$ cat src/b64e_pkg.sv
package b64e_pkg;

    localparam int COUNT_BITS = 16;
    localparam int CAP_W      = 16;
    localparam int CMP_W      = ((COUNT_BITS > CAP_W) ? COUNT_BITS : CAP_W) + 1;
    localparam int FIFO_DEPTH = 4;
    localparam int PTR_W      = $clog2(FIFO_DEPTH);

    localparam logic [7:0] PAD_CHAR    = 8'h3D;
    localparam logic [7:0] MARKER_CHAR = 8'h00;

    typedef logic [COUNT_BITS-1:0] cnt_t;
    typedef logic [CMP_W-1:0]      cmp_t;
    typedef logic [PTR_W-1:0]      ptr_t;
    typedef logic [PTR_W:0]        fill_t;

    // One finished group, or the truncation marker of a message.
    typedef struct packed {
        logic [23:0] triple;
        logic [1:0]  nbytes;
        logic        last;
        logic        marker;
    } grp_t;

    typedef struct packed {
        logic full;
        logic empty;
    } fifo_stat_t;

    function automatic logic [7:0] b64_char(input logic [5:0] v);
        logic [7:0] c;
        begin
            if (v < 6'd26)
                c = 8'h41 + 8'(v);
            else if (v < 6'd52)
                c = 8'h61 + 8'(v - 6'd26);
            else if (v < 6'd62)
                c = 8'h30 + 8'(v - 6'd52);
            else if (v == 6'd62)
                c = 8'h2B;
            else
                c = 8'h2F;
            return c;
        end
    endfunction

endpackage

$ cat src/b64e_front.sv
module b64e_front (
    input  logic                         clk,
    input  logic                         rst_n,
    input  logic                         s_tvalid,
    output logic                         s_tready,
    input  logic [7:0]                   s_tdata,
    input  logic                         s_tlast,
    input  logic [b64e_pkg::CAP_W-1:0]   out_capacity,
    input  b64e_pkg::fifo_stat_t         fifo_stat,
    output logic                         push,
    output b64e_pkg::grp_t               push_grp
);

    logic [7:0]      held_hi_reg, held_hi_next;
    logic [7:0]      held_lo_reg, held_lo_next;
    logic [1:0]      held_count_reg, held_count_next;
    b64e_pkg::cnt_t  chars_reg, chars_next;
    logic            ovf_reg, ovf_next;

    logic            accept;
    logic [1:0]      nbytes;
    logic            complete;
    logic [23:0]     triple;
    b64e_pkg::cmp_t  next_cnt;
    logic            fits;
    logic            emit;
    logic            ovf_new;
    logic            marker;

    assign s_tready = !fifo_stat.full;
    assign accept   = s_tvalid && s_tready;
    assign nbytes   = held_count_reg + 2'd1;
    assign complete = (nbytes == 2'd3) || s_tlast;

    always_comb
    begin
        unique case (held_count_reg)
            2'd0:    triple = {s_tdata, 16'h0000};
            2'd1:    triple = {held_hi_reg, s_tdata, 8'h00};
            default: triple = {held_hi_reg, held_lo_reg, s_tdata};
        endcase
    end

    // Group fits only if both the capacity and the counter range allow it.
    assign next_cnt = b64e_pkg::cmp_t'(chars_reg) + b64e_pkg::cmp_t'(4);
    assign fits     = (next_cnt <= b64e_pkg::cmp_t'(out_capacity))
                   && (next_cnt <= b64e_pkg::cmp_t'({b64e_pkg::COUNT_BITS{1'b1}}));
    assign emit     = complete && !ovf_reg && fits;
    assign ovf_new  = ovf_reg || (complete && !fits);
    assign marker   = s_tlast && ovf_new;

    assign push            = accept && complete && (emit || marker);
    assign push_grp.triple = triple;
    assign push_grp.nbytes = nbytes;
    assign push_grp.last   = s_tlast;
    assign push_grp.marker = marker;

    always_comb
    begin
        held_hi_next    = held_hi_reg;
        held_lo_next    = held_lo_reg;
        held_count_next = held_count_reg;
        chars_next      = chars_reg;
        ovf_next        = ovf_reg;
        if (accept)
        begin
            if (!complete)
            begin
                held_count_next = nbytes;
                if (held_count_reg == 2'd0)
                    held_hi_next = s_tdata;
                else
                    held_lo_next = s_tdata;
            end
            else if (s_tlast)
            begin
                held_count_next = 2'd0;
                chars_next      = '0;
                ovf_next        = 1'b0;
            end
            else
            begin
                held_count_next = 2'd0;
                ovf_next        = ovf_new;
                if (emit)
                    chars_next = next_cnt[b64e_pkg::COUNT_BITS-1:0];
            end
        end
    end

    always_ff @(posedge clk or negedge rst_n)
    begin
        if (!rst_n)
        begin
            held_hi_reg    <= '0;
            held_lo_reg    <= '0;
            held_count_reg <= '0;
            chars_reg      <= '0;
            ovf_reg        <= 1'b0;
        end
        else
        begin
            held_hi_reg    <= held_hi_next;
            held_lo_reg    <= held_lo_next;
            held_count_reg <= held_count_next;
            chars_reg      <= chars_next;
            ovf_reg        <= ovf_next;
        end
    end

endmodule

$ cat src/b64e_fifo.sv
module b64e_fifo (
    input  logic                  clk,
    input  logic                  rst_n,
    input  logic                  push,
    input  b64e_pkg::grp_t        push_grp,
    input  logic                  pop,
    output b64e_pkg::grp_t        head,
    output b64e_pkg::fifo_stat_t  fifo_stat
);

    b64e_pkg::grp_t  slot_reg [b64e_pkg::FIFO_DEPTH];
    b64e_pkg::ptr_t  wr_ptr_reg, wr_ptr_next;
    b64e_pkg::ptr_t  rd_ptr_reg, rd_ptr_next;
    b64e_pkg::fill_t fill_reg, fill_next;

    assign head            = slot_reg[rd_ptr_reg];
    assign fifo_stat.full  = (fill_reg == b64e_pkg::fill_t'(b64e_pkg::FIFO_DEPTH));
    assign fifo_stat.empty = (fill_reg == '0);

    always_comb
    begin
        wr_ptr_next = push ? wr_ptr_reg + b64e_pkg::ptr_t'(1) : wr_ptr_reg;
        rd_ptr_next = pop  ? rd_ptr_reg + b64e_pkg::ptr_t'(1) : rd_ptr_reg;
        fill_next   = fill_reg + b64e_pkg::fill_t'(push) - b64e_pkg::fill_t'(pop);
    end

    always_ff @(posedge clk)
    begin
        if (push)
            slot_reg[wr_ptr_reg] <= push_grp;
    end

    always_ff @(posedge clk or negedge rst_n)
    begin
        if (!rst_n)
        begin
            wr_ptr_reg <= '0;
            rd_ptr_reg <= '0;
            fill_reg   <= '0;
        end
        else
        begin
            wr_ptr_reg <= wr_ptr_next;
            rd_ptr_reg <= rd_ptr_next;
            fill_reg   <= fill_next;
        end
    end

endmodule

$ cat src/b64e_back.sv
module b64e_back (
    input  logic                  clk,
    input  logic                  rst_n,
    input  b64e_pkg::grp_t        head,
    input  b64e_pkg::fifo_stat_t  fifo_stat,
    output logic                  pop,
    output logic                  m_tvalid,
    input  logic                  m_tready,
    output logic [7:0]            m_tdata,
    output logic                  m_tlast,
    output logic [1:0]            m_tuser
);

    logic [1:0] idx_reg, idx_next;
    logic       out_valid_reg, out_valid_next;
    logic [7:0] sym_reg, sym_next;
    logic       gend_reg, gend_next;
    logic       mend_reg, mend_next;
    logic       trunc_reg, trunc_next;

    logic       load;
    logic [7:0] chr;

    assign load = !fifo_stat.empty && (!out_valid_reg || m_tready);

    always_comb
    begin
        unique case (idx_reg)
            2'd0:    chr = b64e_pkg::b64_char(head.triple[23:18]);
            2'd1:    chr = b64e_pkg::b64_char(head.triple[17:12]);
            2'd2:    chr = (head.nbytes < 2'd2) ? b64e_pkg::PAD_CHAR
                                                : b64e_pkg::b64_char(head.triple[11:6]);
            default: chr = (head.nbytes < 2'd3) ? b64e_pkg::PAD_CHAR
                                                : b64e_pkg::b64_char(head.triple[5:0]);
        endcase
    end

    always_comb
    begin
        idx_next       = idx_reg;
        sym_next       = sym_reg;
        gend_next      = gend_reg;
        mend_next      = mend_reg;
        trunc_next     = trunc_reg;
        pop            = 1'b0;
        out_valid_next = out_valid_reg && !m_tready;
        if (load)
        begin
            out_valid_next = 1'b1;
            if (head.marker)
            begin
                sym_next   = b64e_pkg::MARKER_CHAR;
                gend_next  = 1'b0;
                mend_next  = 1'b1;
                trunc_next = 1'b1;
                pop        = 1'b1;
            end
            else
            begin
                sym_next   = chr;
                gend_next  = (idx_reg == 2'd3);
                mend_next  = (idx_reg == 2'd3) && head.last;
                trunc_next = 1'b0;
                idx_next   = idx_reg + 2'd1;
                pop        = (idx_reg == 2'd3);
            end
        end
    end

    always_ff @(posedge clk)
    begin
        sym_reg   <= sym_next;
        gend_reg  <= gend_next;
        mend_reg  <= mend_next;
        trunc_reg <= trunc_next;
    end

    always_ff @(posedge clk or negedge rst_n)
    begin
        if (!rst_n)
        begin
            idx_reg       <= '0;
            out_valid_reg <= 1'b0;
        end
        else
        begin
            idx_reg       <= idx_next;
            out_valid_reg <= out_valid_next;
        end
    end

    assign m_tvalid = out_valid_reg;
    assign m_tdata  = sym_reg;
    assign m_tlast  = mend_reg;
    assign m_tuser  = {trunc_reg, gend_reg};

endmodule

$ cat src/base64_encoder.sv
// Base64 encoder (standard alphabet, '=' padding). Message bytes enter one per
// beat on the slave side, tlast on the final byte, and the block takes a byte
// in every cycle while its four-entry group queue has room. Each group of three
// bytes (or a short final group) leaves as four characters, one per cycle from
// the output register while the receiver is ready, so the character side sets
// the sustained rate. A group is emitted only if its four characters stay
// within out_capacity for the message; a group that does not fit is dropped
// along with every later group of that message, and the message then ends
// with a single marker beat (symbol 0, truncated set, tlast set) instead of
// characters. Write out_capacity only while the block is idle.
module base64_encoder (
    input  logic        clk,
    input  logic        rst_n,
    input  logic        s_tvalid,
    output logic        s_tready,
    input  logic [7:0]  s_tdata,   // data_byte
    input  logic        s_tlast,   // last_byte
    output logic        m_tvalid,
    input  logic        m_tready,
    output logic [7:0]  m_tdata,   // symbol
    output logic        m_tlast,   // message_end
    output logic [1:0]  m_tuser,   // [0] group_end, [1] truncated
    input  logic        cfg_valid,
    output logic        cfg_ready,
    input  logic [15:0] cfg_data   // out_capacity
);

    logic [b64e_pkg::CAP_W-1:0] cap_reg, cap_next;

    logic                 push;
    logic                 pop;
    b64e_pkg::grp_t       push_grp;
    b64e_pkg::grp_t       head;
    b64e_pkg::fifo_stat_t fifo_stat;

    assign cfg_ready = 1'b1;
    assign cap_next  = (cfg_valid && cfg_ready) ? cfg_data : cap_reg;

    always_ff @(posedge clk or negedge rst_n)
    begin
        if (!rst_n)
            cap_reg <= '1;
        else
            cap_reg <= cap_next;
    end

    b64e_front u_front (
        .clk          (clk),
        .rst_n        (rst_n),
        .s_tvalid     (s_tvalid),
        .s_tready     (s_tready),
        .s_tdata      (s_tdata),
        .s_tlast      (s_tlast),
        .out_capacity (cap_reg),
        .fifo_stat    (fifo_stat),
        .push         (push),
        .push_grp     (push_grp)
    );

    b64e_fifo u_fifo (
        .clk       (clk),
        .rst_n     (rst_n),
        .push      (push),
        .push_grp  (push_grp),
        .pop       (pop),
        .head      (head),
        .fifo_stat (fifo_stat)
    );

    b64e_back u_back (
        .clk       (clk),
        .rst_n     (rst_n),
        .head      (head),
        .fifo_stat (fifo_stat),
        .pop       (pop),
        .m_tvalid  (m_tvalid),
        .m_tready  (m_tready),
        .m_tdata   (m_tdata),
        .m_tlast   (m_tlast),
        .m_tuser   (m_tuser)
    );

endmodule

$ cat config.mk
export PLATFORM = sky130hd
export DESIGN_NAME = base64_encoder
export DESIGN_NICKNAME = d
export VERILOG_FILES = /design/src/b64e_pkg.sv /design/src/b64e_front.sv /design/src/b64e_fifo.sv /design/src/b64e_back.sv /design/src/base64_encoder.sv
export SDC_FILE = /design/constraint.sdc
export NUM_CORES = 1
export LEC_CHECK = 0
export BUFFER_PORTS_ARGS = -buffer_cell sky130_fd_sc_hd__buf_2
export CORE_ASPECT_RATIO = 1.2
export CORE_MARGIN = 3
export CORE_UTILIZATION = 40
export DETAILED_ROUTE_END_ITERATION = 7
export GPL_ROUTABILITY_DRIVEN = 0
export HOLD_SLACK_MARGIN = 0.02
export PLACE_DENSITY = 0.6
export SETUP_SLACK_MARGIN = 0.4
export SLEW_MARGIN = 20
export SYNTH_ARGS = -nofsm -noshare
export SYNTH_HDL_FRONTEND = slang
export SYNTH_HIERARCHICAL = 1
export SYNTH_SLANG_ARGS = --single-unit
$ cat constraint.sdc
create_clock -name clk -period 5.05 [get_ports clk]
set_input_delay 1.2625 -clock clk [delete_from_list [all_inputs] [get_ports clk]]
set_output_delay 1.2625 -clock clk [all_outputs]
set_load 0.005 [all_outputs]
==> out/qor.txt, run 1 <==
Ports: 44
R2R depth: 17
Post-DR vias/cell: 5.44
Unrepaired setup endpoints after global routing: no
Place WS: 0.723 ns
Core Area: 25100 sq um
Synth Flop Type: edfxtp_1
Synth Area in Compound Gates: 11.4%
Sequential Area: 5190 sq um
Distinct cells, synth: 85
Fin crit period: 4.12 ns
Crit path max fanout: 28
Worst Skew: 0.0152 ns
CTS tree: yes
CP Cell Sequence: ha_1 > and3_1 > and3_1 > nand3_1 > nor2_1 > and3_1 > xor2_1 > ha_1 > nand3_2 > nor4_2 > and4_1 > a31oi_2 > nor2_2 > o21bai_1 > inv_1 > and2_1 > buf_6
YS warnings: 6
Synth top area share: 35.7%
Max-cap violations: 0
Crit-path slowest cell: dfrtp_1
Area grow syn2layout: 10.1%
EDFF count, synth: 123
Post-CTS setup buffers: 0
Largest net degree at the start of global routing: 39
Clock sink total: 182
Die Width: 153 microns
Simple-Gate Fraction of Synth Area: 9.98%
Arr. time, crit path: 4.21 ns
Vias in the first global route: 6598
Syn Std Cell Area: 10400 sq um
Vias: 6551
Total track usage: 15.4%
Die Y: 182 microns
TritonCTS Buffers: 17
1st-iter DRT viols: 308
Max reg flops: 112
Bufs on Longest Clock Path: 2
Maximum VDD drop: 0.000269 V
Row count: 63
Worst flop-to-flop path endpoint: u_fifo/slot_reg[2][4]
Setup violators final: 0
Crit path kind: reg -> reg
Post-Synth XOR/XNOR Area: 5.39%
PnR worst setup slack: 0.925 ns
Syn_area_per_cell: 12.5 sq um
Starting density of the core: 41.3%
Ys async rst share: 32.4%
P per Cell Area: 652 nW/um^2
CP startpoint kind: flop
Net Count, Synth: 929
Placed Cells incl. Taps: 1172
Worst Path Buf+Inv: 2
FF-to-FF Start: u_front/chars_reg[2]
Clock Latency Late Sink: 0.42 ns
Leakage: 4.55 nW
Worst-path clk slew: 0.07 ns
Setup TNS: 0 ns
HP Start: u_fifo/fill_reg[0]
Grt ovf: 0
Nets: 966
Post-Synth Adder-Cell Area: 8.53%
Share of layout cells above drive strength 1: 20.0%
Finished Layout Cells: 1204
Wire per inst: 17.5 microns
Commonest non-fill, non-tap cell in the layout: edfxtp_1
CP Capture Type: flop
Most frequent cells in the layout: edfxtp_1, ha_1, nand2_1
Hold Path Class: reg -> reg
Antenna diode count: 0
Top cell type by total area after synthesis: edfxtp_1
Least-Margin Pin Slew: 0.781 ns
Flop2flop setup slack: 0.93 ns
Root Driver: clkbuf_16
Final hold violation count: 0
DRT Pass-1 Iters: 5
Max_slew headroom: 47.8%
Synth Instances: 829
Largest family of logic cells by synthesized area: compound AO/OA/AOI/OAI gates
Hold Path End: u_back/m_tvalid
Post-synthesis sequential area ratio: 50.1%
Status: complete, no violations
Post-route DRC: 0
Port bufs: 42
Worst path required time: 5.14 ns
Design Power: 7.43 mW
Final worst-path cycle share: 81.7%
Hold path cells: 2
Initial antenna violation count: 0
Antenna-violating nets left: 0
CP delay by family, top: simple AND/OR/NAND/NOR gates
Fin. max-slew vios: 0
Number of synthesized register bits: 182
Area occupied by multi-input gates: 4750 sq um
DIE AREA: 27900 sq um
Synth area leaders: edfxtp_1, dfrtp_1, ha_1
Htree depth: 4
Drt total wl: 21100 microns
FMAX: 0.242 GHz
# fillers: 2333
First-pass GRT wire length: 34700 microns
Max incr delay on CP: 0.42 ns
Most used cell, CP: and3_1
Post-DP HPWL: 15700 microns
Mux contribution to synthesized area: 10.5%
[through the flow]
step,area [sq um],util [%],hold WS [ns]
after floorplan,10400,-,0.441
after global placement,10800,43.3,0.475
after detailed placement,10800,43.3,0.473
after CTS,11400,45.4,0.488
after global routing,11400,45.5,0.511
final,11400,45.5,0.488
[metal layers]
metal	wire length, microns	up-vias	global-route usage, %
met5	0	-	0
met4	355	0	4.96
met3	643	17	2.42
met2	10900	119	27.4
met1	9140	3240	19.3
li1	-	3175	-
[worst register-to-register path: cells and delay by family, from the launching register on]
| family | cells | cell delay, ns |
|---|---|---|
| xor+xnor | 1 | 0.09 |
| simple gates | 10 | 2.01 |
| compound gates | 2 | 0.17 |
| fa+ha+maj | 2 | 0.59 |
| buf+inv | 2 | 0.48 |
| flops | 1 | 0.42 |
[cells in the mapped netlist (4+ instances only)]
master,count
a211o_1,6
a211oi_1,6
a21o_1,9
a21oi_1,34
a22o_1,17
and2_1,15
and3_1,7
buf_2,10
buf_4,6
buf_6,5
clkbuf_1,15
dfrtp_1,43
dfstp_2,16
edfxtp_1,123
ha_1,69
inv_1,50
mux2_2,22
mux2_4,10
mux2i_1,6
mux4_2,28
nand2_1,54
nand2b_1,8
nand3_1,22
nand4_1,6
nor2_1,34
nor2b_1,6
nor3_1,11
nor3b_1,7
nor4_1,5
o211ai_1,9
o21ai_0,20
o21ai_1,7
o21bai_1,4
o311ai_0,4
o311ai_1,5
or3_1,4
xnor2_1,32
xor2_1,28
[worst max path at each step]
stage                    startpoint                    end  slack, ns  depth (start not counted)
3_3_place_gp   u_front/chars_reg[2]  u_fifo/slot_reg[0][4]       0.93                         17
5_1_grt        u_front/chars_reg[2]  u_fifo/slot_reg[3][4]       0.48                         17
6_report       u_front/chars_reg[2]  u_fifo/slot_reg[2][4]       0.93                         17
3_5_place_dp   u_front/chars_reg[2]  u_fifo/slot_reg[2][4]       0.72                         17
4_1_cts        u_front/chars_reg[2]  u_fifo/slot_reg[2][4]       0.69                         17
2_1_floorplan  u_front/chars_reg[2]  u_fifo/slot_reg[0][0]       0.76                         16
[area by class of cell]
cell class | instances | area share, %
flip-flops and latches | 182 | 45.5
clock inverters | 10 | 0.637
multi-input cells | 559 | 41.6
repair buffers | 56 | 2.90
clock buffers | 22 | 4.07
well taps | 325 | 3.57
inverters | 50 | 1.65
[kinds of logic after synthesis]
group	Yosys count
fa+ha+maj	70
buf+inv	88
xor+xnor	62
compound gates	164
simple gates	196
mux	66
other cells	1
flops	182
[what timing repair did]
item | 4_1_cts | 5_1_grt
setup endpoints to repair | 0 | 112
hold buffers | 0 | 0
gates resized for setup | 0 | 5
[where the power goes]
group / internal (mW) / total, mW / switching, mW
clock network: 0.658 / 1.20 / 0.545
logic: 1.61 / 3.91 / 2.30
registers: 2.13 / 2.32 / 0.194
total: 4.39 / 7.43 / 3.04
Power figures use the tool's default switching activity.
==> inputs of run 2 (changes only) <==
==> constraint.sdc (replaced) <==
create_clock -name clk -period 3.8 [get_ports clk]
set_input_delay 0.95 -clock clk [delete_from_list [all_inputs] [get_ports clk]]
set_output_delay 0.95 -clock clk [all_outputs]
set_load 0.005 [all_outputs]
==> out/qor.txt, run 2 (synthesized netlist as in run 1, its figures left out) <==
Initial antenna violation count: 1
FF-to-FF Start: u_front/chars_reg[2]
1st-iter DRT viols: 335
Maximum VDD drop: 0.000345 V
Hold Path Class: reg -> reg
Fin. max-slew vios: 0
Crit path to: u_fifo/slot_reg[3][24]
Fin crit period: 3.56 ns
Antenna-violating nets left: 0
Leakage: 4.96 nW
Total track usage: 16.9%
Max_slew headroom: 49.9%
Clock Latency Late Sink: 0.43 ns
Most used cell, CP: and3_4
Max incr delay on CP: 0.43 ns
Crit-path slowest cell: dfrtp_2
Most frequent cells in the layout: edfxtp_1, ha_1, nand2_1
CP startpoint kind: flop
Max-cap violations: 0
Vias: 6920
Starting density of the core: 41.3%
Area occupied by multi-input gates: 5030 sq um
Drt total wl: 24500 microns
Clock sink total: 182
Final hold violation count: 0
Grt ovf: 0
TritonCTS Buffers: 17
R2R depth: 17
Nets: 1023
Max reg flops: 112
Status: complete, no violations
Worst flop-to-flop path endpoint: u_fifo/slot_reg[3][24]
Die Width: 153 microns
Least-Margin Pin Slew: 0.748 ns
Flop2flop setup slack: 0.24 ns
Worst Skew: 0.0140 ns
Final worst-path cycle share: 93.8%
CP Launch Point: u_front/chars_reg[2]
Sequential Area: 5200 sq um
Core Area: 25100 sq um
Vias in the first global route: 6815
Antenna diode count: 0
CP Cell Sequence: ha_4 > and3_4 > and3_4 > nand3_4 > nor2_4 > and3_4 > xor2_2 > ha_1 > a21o_1 > a221oi_2 > a31oi_4 > nor2_4 > o21bai_4 > inv_4 > and2_4 > buf_6 > clkbuf_16
# fillers: 2205
Bufs on Longest Clock Path: 2
Setup violators final: 0
Root Driver: clkbuf_16
Wire per inst: 19.4 microns
CTS tree: yes
Worst-path clk slew: 0.07 ns
DIE AREA: 27900 sq um
Die Y: 182 microns
Post-DP HPWL: 16500 microns
# hold bufs at CTS: 0
Share of layout cells above drive strength 1: 28.6%
Unrepaired setup endpoints after global routing: yes
Htree depth: 4
Worst path required time: 3.95 ns
Port bufs: 42
Area grow syn2layout: 19.6%
Post-DR vias/cell: 5.49
PnR worst setup slack: 0.236 ns
Place WS: 0.114 ns
Row count: 63
FMAX: 0.281 GHz
CP Capture Type: flop
Largest net degree at the start of global routing: 46
Ports: 44
Arr. time, crit path: 3.71 ns
First-pass GRT wire length: 37500 microns
Commonest non-fill, non-tap cell in the layout: edfxtp_1
Post-route DRC: 0
P per Cell Area: 867 nW/um^2
Setup TNS: 0 ns
Crit path max fanout: 6
Crit path kind: reg -> reg
DRT Pass-1 Iters: 4
run 2: cell count changes in the layout (fill, tap and decap cells not counted), sizes merged, moves of 2 or more:
cell and change:
inv +2, buf +48, clkinvlp -2, clkbuf +6, and2 +3, clkinv -2
run 2: worst min-delay path by stage:
stage / from / end / slack, ns / depth (start not counted)
after detailed placement: u_fifo/fill_reg[0] / u_back/m_tvalid / 0.47 / 2
final: u_fifo/fill_reg[0] / u_back/m_tvalid / 0.49 / 2
after CTS: u_fifo/fill_reg[0] / u_back/m_tvalid / 0.49 / 2
after global routing: u_fifo/fill_reg[0] / u_back/m_tvalid / 0.52 / 2
after global placement: u_fifo/fill_reg[0] / u_back/m_tvalid / 0.47 / 2
after floorplan: u_fifo/fill_reg[0] / u_back/m_tvalid / 0.44 / 2
run 2: timing repair:
action | CTS | global route
hold endpoints to repair | 0 | 0
resized for setup | 15 | 25
cloned | 6 | 6
setup endpoints to repair | 129 | 137
buffers inserted | 15 | 24
pin swaps | 9 | 8
run 2: power breakdown:
| part | internal (mW) | total, mW | switching, mW |
|---|---|---|---|
| Sequential | 2.83 | 3.06 | 0.222 |
| Combinational | 2.55 | 5.94 | 3.39 |
| Clock | 1.01 | 1.74 | 0.731 |
run 2: metrics by stage:
step | hold WS (ns) | cell area [sq um] | power (mW) | util, % | std cells
3_5_place_dp | 0.469 | 11100 | 8.50 | 44.2 | 1178
3_3_place_gp | 0.471 | 11100 | 8.41 | 44.2 | 1178
2_1_floorplan | 0.441 | 10500 | 7.14 | - | 829
4_1_cts | 0.490 | 11900 | 10.4 | 47.7 | 1231
6_report | 0.494 | 12400 | 10.7 | 49.4 | 1261
5_1_grt | 0.520 | 12400 | 11.5 | 49.4 | 1261
run 2: worst max-delay path: cells and delay by family (launching register included):
| kind | cells | cell delay [ns] |
|---|---|---|
| DFF | 1 | 0.43 |
| buffers and inverters | 3 | 0.38 |
| and+or+nand+nor | 7 | 1.17 |
| xor gates and xnor gates | 1 | 0.13 |
| AOI/OAI and AO/OA | 4 | 0.72 |
| adders and majority gates | 2 | 0.42 |
run 2: layout make-up:
type	count	share of cell area, %
Sequential cell	182	42.0
Multi-Input combinational cell	564	40.7
Timing Repair Buffer	108	7.70
Clock buffer	24	4.42
Tap cell	325	3.28
Inverter	50	1.54
Clock inverter	8	0.414
run 2: layer usage:
| layer | GRT usage [%] | routed length, microns | up-vias |
|---|---|---|---|
| met4 | 5.24 | 505 | 2 |
| met3 | 2.75 | 975 | 37 |
| li1 | - | - | 3294 |
| met2 | 31.0 | 13100 | 159 |
| met1 | 20.3 | 9870 | 3428 |
| met5 | 0 | 13 | - |
==> inputs of run 3 (changes only) <==
--- a/config.mk
+++ b/config.mk
@@ -11,6 +11,7 @@
 export CORE_UTILIZATION = 40
 export DETAILED_ROUTE_END_ITERATION = 7
 export GPL_ROUTABILITY_DRIVEN = 0
+export GPL_TIMING_DRIVEN = 0
 export HOLD_SLACK_MARGIN = 0.02
 export PLACE_DENSITY = 0.6
 export SETUP_SLACK_MARGIN = 0.4
==> out/qor.txt, run 3 (synthesized netlist as in run 1, its figures left out) <==
Starting density of the core: 41.3%
CP Capture Type: flop
Share of layout cells above drive strength 1: 29.3%
Initial antenna violation count: 3
Die Y: 182 microns
Most Crowded Layer GR: met2
Ports: 44
Crit path kind: reg -> reg
Clock Latency Late Sink: 0.43 ns
Final worst-path cycle share: 97.4%
Nets: 1036
Max_slew headroom: 44.9%
P per Cell Area: 875 nW/um^2
Grt ovf: 0
Wire per inst: 19.4 microns
Max incr delay on CP: 0.59 ns
Most frequent cells in the layout: edfxtp_1, ha_1, nand2_1
Vias: 6960
Row count: 63
Area grow syn2layout: 18.9%
Post-DR vias/cell: 5.46
Setup violators final: 0
Fin crit period: 3.70 ns
Met1 Use GR: 20.2%
Placed Cells incl. Taps: 1196
Root Driver: clkbuf_16
FMAX: 0.270 GHz
Post-DP HPWL: 16300 microns
TritonCTS Buffers: 17
Grt met2 use: 32.5%
Drt total wl: 24700 microns
Antenna-violating nets left: 0
Total track usage: 17.5%
Clock sink total: 182
Port bufs: 41
PnR worst setup slack: 0.0977 ns
Htree depth: 4
Largest net degree at the start of global routing: 47
Flop pwr share: 28.0%
Least-Margin Pin Slew: 0.824 ns
Max-cap violations: 0
Net Sw Frac: 40.7%
Vias in the first global route: 7028
Bufs on Longest Clock Path: 2
Worst-path clk slew: 0.07 ns
DIE AREA: 27900 sq um
Core Area: 25100 sq um
Arr. time, crit path: 4.04 ns
Setup TNS: 0 ns
Place WS: -0.306 ns
Unrepaired setup endpoints after global routing: yes
Antenna diode count: 0
Status: complete, no violations
Post-route DRC: 0
Crit path max fanout: 5
CP delay by family, top: simple AND/OR/NAND/NOR gates
First-pass GRT wire length: 38400 microns
Worst Path Buf+Inv: 2
CTS tree: yes
CP startpoint kind: flop
Internal: 6.39 mW
Crit-path slowest cell: or4_4
# hold bufs at CTS: 0
Psw: 4.38 mW
GR Util met3: 3.20%
1st-iter DRT viols: 379
Leakage: 4.92 nW
Most used cell, CP: and3_4
Max reg flops: 112
Commonest non-fill, non-tap cell in the layout: edfxtp_1
CP Cell Sequence: ha_4 > and3_4 > and3_4 > nand3_4 > nor2_4 > and3_4 > xor2_2 > ha_1 > nand3_2 > nor2_2 > a221oi_2 > a31oi_4 > buf_6 > or4_4 > buf_8 > o311ai_4
Worst Skew: 0.0156 ns
Fin. max-slew vios: 0
Finished Layout Cells: 1274
Power share of the combinational group: 55.0%
Hold Path Class: in -> async
Clk pwr share: 17.0%
Worst path required time: 4.14 ns
DRT Pass-1 Iters: 5
Maximum VDD drop: 0.000387 V
Final hold violation count: 0
Die Width: 153 microns
-- run 3: path summary, 6_finish.rpt --
check	startpoint	endpoint	slack [ns]	cells after the start
setup / recovery	u_front/chars_reg[2]	u_front/chars_reg[10]	0.1	16
hold / removal	rst_n	u_front/chars_reg[15]	0.37	1
setup reg to reg	u_front/chars_reg[2]	u_front/chars_reg[10]	0.1	16
hold reg to reg	u_fifo/fill_reg[0]	u_back/m_tvalid	0.50	2
max in group asynchronous	rst_n	cap_reg[1]	2.86	2
min in group clk	u_fifo/fill_reg[0]	u_back/m_tvalid	0.50	2
-- run 3: stage by stage --
stage	area, sq um	util, %	hold slack (ns)	power, mW
3_3_place_gp	11100	44.2	0.476	8.40
4_1_cts	12000	48.1	0.367	10.5
2_1_floorplan	10500	-	0.441	7.14
3_5_place_dp	11100	44.3	0.476	8.49
5_1_grt	12300	49.1	0.368	11.5
6_report	12300	49.1	0.373	10.8
-- run 3: timing repair --
action	CTS	global route
pin swaps	13	5
endpoints found under the setup margin	135	141
resized for setup	28	34
setup buffers	17	16
gates cloned	12	1
-- run 3: final cells by class --
type                            instances  area [sq um]
Timing Repair Buffer                   76           556
Buffer                                 38           255
Sequential cell                       182          5200
Fill cell                            2212         12800
Timing Repair inverter                  1          6.26
Tap cell                              325           407
Clock buffer                           18           439
Clock inverter                         14           173
Multi-Input combinational cell        570          5090
Inverter                               50           193
-- run 3: power groups by stage --
stage	clock network (mW)	logic, mW	registers, mW
after detailed placement	0	5.44	3.05
after floorplan	0	4.13	3.01
final	1.83	5.93	3.01
after global placement	0	5.36	3.04
after CTS	1.86	5.67	3.01
after global routing	1.95	6.52	3.06
-- run 3: per-layer routing --
| metal | routed length, microns | vias to the layer above | part of all wire, % |
|---|---|---|---|
| met1 | 9960 | 3443 | 40 |
| li1 | - | 3325 | - |
| met3 | 855 | 39 | 3.5 |
| met2 | 13300 | 147 | 54 |
| met4 | 596 | 6 | 2.4 |
| met5 | 34 | - | 0.14 |
